[src/rtl/tbq4_pkg.sv]
// Shared constants, types and float helper functions for the Q4_0 block packer.
package tbq4_pkg;

    localparam int BLOCK_ELEMS = 32;
    localparam int IDX_W       = $clog2(BLOCK_ELEMS);
    localparam int HALF_ELEMS  = BLOCK_ELEMS / 2;

    localparam logic [3:0] CODE_ZERO = 4'd8;
    localparam logic [3:0] CODE_POS  = 4'd9;
    localparam logic [3:0] CODE_NEG  = 4'd7;

    localparam logic [1:0] ST_OK      = 2'd0;
    localparam logic [1:0] ST_NOT_TER = 2'd1;
    localparam logic [1:0] ST_INEXACT = 2'd2;

    localparam logic [31:0] F32_INF = 32'h7f80_0000;
    localparam logic [15:0] F16_INF = 16'h7c00;

    typedef logic [31:0] f32_t;
    typedef logic [15:0] f16_t;

    // Non-negative, non-NaN fp32 magnitude to fp16, round to nearest even.
    function automatic f16_t mag_to_half(input f32_t m);
        logic [7:0]  e;
        logic [22:0] f;
        logic [23:0] mant;
        logic [4:0]  s;
        logic [23:0] rem;
        logic [23:0] half;
        logic [15:0] h;
        logic [12:0] rb;
        e = m[30:23];
        f = m[22:0];
        mant = {1'b1, f};
        s = 5'd0;
        rem = '0;
        half = '0;
        h = '0;
        rb = f[12:0];
        if (e == 8'hff || e >= 8'd143) begin
            h = F16_INF;
        end
        else if (e >= 8'd113) begin
            h = {1'b0, 5'(e - 8'd112), f[22:13]};
            if (rb > 13'h1000 || (rb == 13'h1000 && h[0]))
                h = h + 16'd1;
        end
        else if (e == 8'd0 || e < 8'd102) begin
            h = '0;
        end
        else begin
            s = 5'(8'd126 - e);
            h = 16'(mant >> s);
            rem = mant & ((24'd1 << s) - 24'd1);
            half = 24'd1 << (s - 5'd1);
            if (rem > half || (rem == half && h[0]))
                h = h + 16'd1;
        end
        return h;
    endfunction

    // Non-negative fp16 pattern to fp32 pattern.
    function automatic f32_t half_to_single(input f16_t h);
        logic [4:0] e;
        logic [9:0] f;
        logic [3:0] p;
        f32_t r;
        e = h[14:10];
        f = h[9:0];
        p = 4'd0;
        r = '0;
        if (e == 5'd31) begin
            r = F32_INF | {9'd0, f, 13'd0};
        end
        else if (e == 5'd0) begin
            for (int i = 0; i < 10; i++)
                if (f[i])
                    p = 4'(i);
            if (f != 10'd0)
                r = {1'b0, 8'(8'd103 + 8'(p)), 23'({f, 13'd0} << (4'd10 - p))};
        end
        else begin
            r = {1'b0, 8'(8'd112 + 8'(e)), f, 13'd0};
        end
        return r;
    endfunction

endpackage

[src/rtl/ternary_block_to_q4_0_packer_top.sv]
// Q4_0 block packer: gathers 32 fp32 elements, then scans them to emit one block.
// Steps: a scan (one setup step that checks the scale round trip, then one memory read
// per element), then an output load, which waits while an earlier output beat is held.
// Throughput: one element per cycle while gathering; input is blocked during the scan
// and the load, so a new block's elements are taken only once the current block is loaded.
// Reset (rst_n low, asynchronous): count, maximum, scan and output valid clear.
module ternary_block_to_q4_0_packer_top (
    input  logic        clk,
    input  logic        rst_n,
    input  logic        in_valid,
    output logic        in_ready,
    input  logic [31:0] element_bits,
    output logic        out_valid,
    input  logic        out_ready,
    output logic [15:0] scale_bits,
    output logic [63:0] packed_low,
    output logic [63:0] packed_high,
    output logic [1:0]  status
);

    localparam logic [1:0] S_FILL = 2'd0;
    localparam logic [1:0] S_SCAN = 2'd1;
    localparam logic [1:0] S_DONE = 2'd2;

    // Element memory: one write port (gather), one registered read port (scan).
    logic [31:0] mem [tbq4_pkg::BLOCK_ELEMS];
    logic [31:0] rd_data_reg;

    logic [1:0]  state_reg, state_next;
    logic [tbq4_pkg::IDX_W-1:0] cnt_reg, cnt_next;       // gather count / read address
    logic [tbq4_pkg::IDX_W-1:0] sidx_reg, sidx_next;     // index of data in rd_data_reg
    logic        rd_vld_reg, rd_vld_next;
    logic [31:0] max_reg, max_next;
    logic [15:0] scale_reg, scale_next;
    logic [31:0] dbits_reg, dbits_next;
    logic [3:0]  codes_reg [tbq4_pkg::BLOCK_ELEMS];
    logic        nter_reg, nter_next;
    logic        inex_reg, inex_next;
    logic        out_valid_reg, out_valid_next;

    logic        in_fire;
    logic [30:0] in_mag;
    logic [30:0] vm;
    logic [3:0]  code_cur;
    logic        chk_inex;

    assign in_ready = (state_reg == S_FILL);
    assign in_fire  = in_valid && in_ready;
    assign in_mag   = element_bits[30:0];
    assign vm       = rd_data_reg[30:0];

    always_ff @(posedge clk)
    begin
        if (in_fire)
            mem[cnt_reg] <= element_bits;
        rd_data_reg <= mem[cnt_reg];
    end

    // Code and round-trip check of the element currently read out.
    always_comb
    begin
        chk_inex = 1'b0;
        if (vm > 31'h7f80_0000 || vm == 31'd0) begin
            code_cur = tbq4_pkg::CODE_ZERO;
            chk_inex = (rd_data_reg != 32'd0) || (dbits_reg == tbq4_pkg::F32_INF);
        end
        else if (rd_data_reg[31]) begin
            code_cur = tbq4_pkg::CODE_NEG;
            chk_inex = rd_data_reg != (dbits_reg | 32'h8000_0000);
        end
        else begin
            code_cur = tbq4_pkg::CODE_POS;
            chk_inex = rd_data_reg != dbits_reg;
        end
    end

    always_comb
    begin
        state_next     = state_reg;
        cnt_next       = cnt_reg;
        sidx_next      = sidx_reg;
        rd_vld_next    = 1'b0;
        max_next       = max_reg;
        scale_next     = scale_reg;
        dbits_next     = dbits_reg;
        nter_next      = nter_reg;
        inex_next      = inex_reg;
        out_valid_next = out_valid_reg;
        if (out_valid_reg && out_ready)
            out_valid_next = 1'b0;
        unique case (state_reg)
            S_FILL:
            begin
                if (in_fire) begin
                    if (in_mag <= 31'h7f80_0000 && {1'b0, in_mag} > max_reg)
                        max_next = {1'b0, in_mag};
                    cnt_next = cnt_reg + 1'b1;
                    if (cnt_reg == tbq4_pkg::IDX_W'(tbq4_pkg::BLOCK_ELEMS - 1)) begin
                        state_next = S_SCAN;
                        scale_next = tbq4_pkg::mag_to_half(max_next);
                        nter_next  = 1'b0;
                        inex_next  = 1'b0;
                    end
                end
            end
            S_SCAN:
            begin
                if (rd_vld_reg) begin
                    if (vm != 31'd0 && {1'b0, vm} != max_reg)
                        nter_next = 1'b1;
                    if (chk_inex)
                        inex_next = 1'b1;
                end
                else begin
                    // first scan cycle: round-trip of scale
                    dbits_next = tbq4_pkg::half_to_single(scale_reg);
                    inex_next  = dbits_next != max_reg;
                end
                if (rd_vld_reg && sidx_reg == tbq4_pkg::IDX_W'(tbq4_pkg::BLOCK_ELEMS - 1)) begin
                    state_next = S_DONE;
                end
                else begin
                    rd_vld_next = 1'b1;
                    sidx_next   = cnt_reg;
                    cnt_next    = cnt_reg + 1'b1;
                end
            end
            S_DONE:
            begin
                if (!out_valid_reg || out_ready) begin
                    out_valid_next = 1'b1;
                    state_next     = S_FILL;
                    cnt_next       = '0;
                    max_next       = '0;
                end
            end
            default:
            begin
                state_next = S_FILL;
            end
        endcase
    end

    always_ff @(posedge clk or negedge rst_n)
    begin
        if (!rst_n) begin
            state_reg     <= S_FILL;
            cnt_reg       <= '0;
            sidx_reg      <= '0;
            rd_vld_reg    <= 1'b0;
            max_reg       <= '0;
            out_valid_reg <= 1'b0;
            nter_reg      <= 1'b0;
            inex_reg      <= 1'b0;
        end
        else begin
            state_reg     <= state_next;
            cnt_reg       <= cnt_next;
            sidx_reg      <= sidx_next;
            rd_vld_reg    <= rd_vld_next;
            max_reg       <= max_next;
            out_valid_reg <= out_valid_next;
            nter_reg      <= nter_next;
            inex_reg      <= inex_next;
        end
    end

    always_ff @(posedge clk)
    begin
        scale_reg <= scale_next;
        dbits_reg <= dbits_next;
        if (state_reg == S_SCAN && rd_vld_reg)
            codes_reg[sidx_reg] <= code_cur;
    end

    // Output holding register, loaded after the scan once no earlier output beat is held.
    logic [15:0] o_scale_reg;
    logic [63:0] o_lo_reg, o_hi_reg;
    logic [1:0]  o_st_reg;
    logic [63:0] lo_w, hi_w;

    always_comb
    begin
        for (int j = 0; j < 8; j++) begin
            lo_w[8*j +: 8] = {codes_reg[j + tbq4_pkg::HALF_ELEMS], codes_reg[j]};
            hi_w[8*j +: 8] = {codes_reg[j + 8 + tbq4_pkg::HALF_ELEMS], codes_reg[j + 8]};
        end
    end

    always_ff @(posedge clk)
    begin
        if (state_reg == S_DONE && (!out_valid_reg || out_ready)) begin
            o_scale_reg <= scale_reg;
            o_lo_reg    <= lo_w;
            o_hi_reg    <= hi_w;
            o_st_reg    <= nter_reg ? tbq4_pkg::ST_NOT_TER :
                           (inex_reg ? tbq4_pkg::ST_INEXACT : tbq4_pkg::ST_OK);
        end
    end

    assign out_valid   = out_valid_reg;
    assign scale_bits  = o_scale_reg;
    assign packed_low  = o_lo_reg;
    assign packed_high = o_hi_reg;
    assign status      = o_st_reg;

endmodule

[config.mk]
export PLATFORM = sky130hd
export DESIGN_NAME = ternary_block_to_q4_0_packer_top
export DESIGN_NICKNAME = d
export VERILOG_FILES = /design/src/rtl/tbq4_pkg.sv /design/src/rtl/ternary_block_to_q4_0_packer_top.sv
export SDC_FILE = /design/constraint.sdc
export NUM_CORES = 2
export LEC_CHECK = 0
export BUFFER_PORTS_ARGS = -buffer_cell sky130_fd_sc_hd__buf_4
export CELL_PAD_IN_SITES_DETAIL_PLACEMENT = 0
export CELL_PAD_IN_SITES_GLOBAL_PLACEMENT = 1
export CORE_AREA = 2 2 323 325
export CTS_CLUSTER_SIZE = 20
export DETAILED_ROUTE_END_ITERATION = 8
export DIE_AREA = 0 0 325 327
export PLACE_DENSITY = 0.82
export RECOVER_POWER = 50
export SLEW_MARGIN = 40
export SYNTH_ARGS = -nofsm -noshare
export SYNTH_HDL_FRONTEND = slang
export SYNTH_SLANG_ARGS = --single-unit
[constraint.sdc]
create_clock -name clk -period 17.8 [get_ports clk]
set_input_delay 2.67 -clock clk [delete_from_list [all_inputs] [get_ports clk]]
set_output_delay 2.67 -clock clk [all_outputs]
set_load 0.03 [all_outputs]
==> summary.txt <==
Run status
  – Status: finished, violations left
  – Failing checks: capacitance limit, slew limit

Global route
  – Overall global routing resource usage: 0.307
  – Largest net degree at the start of global routing: 143
  – Overflow after GRT: 0
  – First-pass GRT wire length: 233 mm
  – Vias in the first global route: 32394
  – Initial antenna violation count: 4

Synth
  – Post-Syn Instances: around 3200
  – Top cells by count, synth: edfxtp_1, mux4_2, nor2_1
  – Number of flops mapped to enable cells by yosys: 1267
  – Yosys warns: 0
  – Seq/Total Area, Yosys: 0.710
  – Mapped Area: 56100 um^2
  – Dominant synthesized flop cell: edfxtp_1
  – Top post-synthesis cells by area: edfxtp_1, mux4_2, dfrtp_1, a22oi_1, ha_1
  – Synth cell types: 94
  – Post-synth top area cell: edfxtp_1
  – Avg Cell Area, Syn: 17.5 um^2
  – Seq cells post-synth: 1346
  – Top-count cell post-synth: edfxtp_1
  – Syn nets: 3310
  – Share of async-settable or async-resettable flops after synthesis: 0.0349
  – Top-area cell type share of the netlist area: 0.678

Pwr
  – PwrDens: about 160 nW/um^2
  – Leakage: 20.5 nW
  – Worst vdd ir: approximately 0.00011 V

Final layout
  – Layout fillers: 7196
  – Reg area: 39900 um^2
  – Final cell count without fillers: approximately 4900
  – Final net count: 3511
  – Multi-input gate area: about 15000 um^2
  – Design area: around 63000 um^2
  – Layout area overhead: 13.1%
  – Ant diodes: 0
  – Max FFs per register: roughly 1000
  – Share of layout cells above drive strength 1: 0.225

Floorplanning
  – Die ar.: 106000 um^2
  – Core Region: a little over 100000 um^2
  – I/O pin cnt: ~180
  – Die Width: 325 um
  – Initial Utilization: 0.546
  – FP Rows: 118
  – Die Ht: about 330 um

Placed design
  – Placed Cells: roughly 4600
  – PortBufs: roughly 180
  – DP HPWL: approximately 93 mm
  – Placer Congestion: 0.964
  – DP Area: 59200 um^2

Timing
  – Tmin final: approximately 13 ns
  – Final Hold Violating Endpoints: 0
  – Setup TNS after final layout: 0 ns
  – Max-slew violations: 1436
  – Achievable Freq: 80.0 MHz
  – Slew @ Worst Pin: 4.81 ns
  – Slew headroom: -2.21
  – Final setup viols: 0
  – Final Cycle Share: 0.702
  – RSZ-0062 raised after global routing: false
  – Worst hold slack: 0.417 ns
  – Clock Skew: 0.0271 ns

Clock network
  – TritonCTS Buffers: about 130
  – Number of setup buffers added after CTS: 0
  – CTS tree: yes
  – CTS-repair resized insts: 0
  – H-tree Lvls: 4
  – Clock root buffer: clkbuf_16
  – # hold bufs at CTS: 0
  – CTS Sinks: about 1300
  – Maximum root-to-sink buffer count: 3
  – Worst skew pair latency: 0.77 ns
  – Clock Pin Slew Worst Setup and Hold Paths: ~0.060 ns

Critical path
  – R2r setup slk: 7.34 ns
  – Crit path largest cell delay: 1.37 ns
  – Critical path class: input port to flop
  – Critical path data required time: 18.29 ns
  – Crit Path Max Fanout: between 60 and 70
  – WP data arrival: 12.99 ns
  – Crit path max-delay cell type: clkbuf_1
  – Startpoint types: input port
  – Largest delay contributor family on the critical path: buffers and inverters
  – Setup crit end kind: flop
  – Buf/Inv on CP: 5

Hold path
  – Hold Crit Class: flop to flop

Detailed routing
  – Post-route DRC: 0
  – Vias: 32735
  – Antenna viol nets, final: 0
  – Drt first-iter violations: between 4000 and 5000
  – Final Routed Wirelength: about 160 mm
  – Routed wire per std cell: 33.1 um
  – Via-per-instance ratio: 6.69
  – DRT Pass-1 Iters: 6

Flow run
  – Maximum Capacitance Violations: 35
-- cell usage in the layout, fill, tap and decap left out, types with 8 or more instances in the layout --
cell type and instances:
dfrtp_1 46, nor2_4 34, clkbuf_16 135, a211oi_1 10, nor4_1 26, bufinv_16 9, mux2i_1 78, xor2_1 31
mux2_2 17, clkbuf_8 8, mux4_2 282, nand2_1 166, o21ai_0 79, ha_1 69, o22ai_1 13, nor3_1 26
a22oi_1 130, o31ai_1 24, buf_4 208, a21oi_1 84, clkinv_2 13, nor2_1 149, nor2b_1 14, nand3_1 42
edfxtp_1 1267, nand2b_1 10, nand4_1 72, a21o_1 11, inv_1 47, a31oi_1 13, a221oi_1 9, nand3b_1 9
dfxtp_1 32, clkinv_1 25, xnor2_1 67, clkbuf_1 76
-- area by class of cell --
type	count	area share
inverter	51	0.00309
sequential	1346	0.628
tap	1380	0.0272
timing repair buffer	263	0.0304
clock inverter	66	0.0109
multi-input combinational	1608	0.243
clock buffer	177	0.0570
-- report_power, final --
part | total, mW | switching (mW) | leakage, nW | internal, mW
combinational | 3.66 | 2.24 | 6.21 | 1.42
sequential | 4.02 | 0.283 | 12.2 | 3.74
clock | 2.78 | 1.20 | 2.08 | 1.58
total | 10.5 | 3.72 | 20.5 | 6.74
-- stage by stage --
stage          worst slack, ns   util  total power [mW]
2_1_floorplan             7.89      -              6.41
3_3_place_gp              6.08  0.575              7.57
3_5_place_dp              5.65  0.576              7.64
4_1_cts                   6.40  0.618              10.4
5_1_grt                   4.44  0.617              10.9
6_report                  5.30  0.617              10.5
-- final timing paths --
kind,startpoint,end,cells past startpoint
worst min register to register,codes_reg[14][3],packed_high[51],0
worst max register to register,cnt_reg[0],rd_data_reg[13],7
worst max-delay path,element_bits[23],scale_reg[11],34
worst min-delay path,codes_reg[14][3],packed_high[51],0
max in group asynchronous,rst_n,cnt_reg[1],1
min in group asynchronous,rst_n,max_reg[19],1
-- cells by family (layout without fill, tap and decap cells) --
family                   after synthesis  count (layout)  synth area share
XOR/XNOR                             101             101            0.0160
buffers and inverters                249             557            0.0206
AO/OA/AOI/OAI                        450             450            0.0545
flip-flops                          1346            1346             0.710
adder cells (fa/ha/maj)               71              71            0.0158
multiplexers                         382             382             0.132
AND/OR/NAND/NOR                      604             604            0.0515
-- per-layer routing --
metal	vias to the layer above	track usage	routed length, um
met5	-	0	28
met4	4	0.117	6290
met3	347	0.0686	17800
met2	2128	0.475	75800
met1	16958	0.432	62000
li1	13298	-	-
Power figures use the tool's default switching activity.
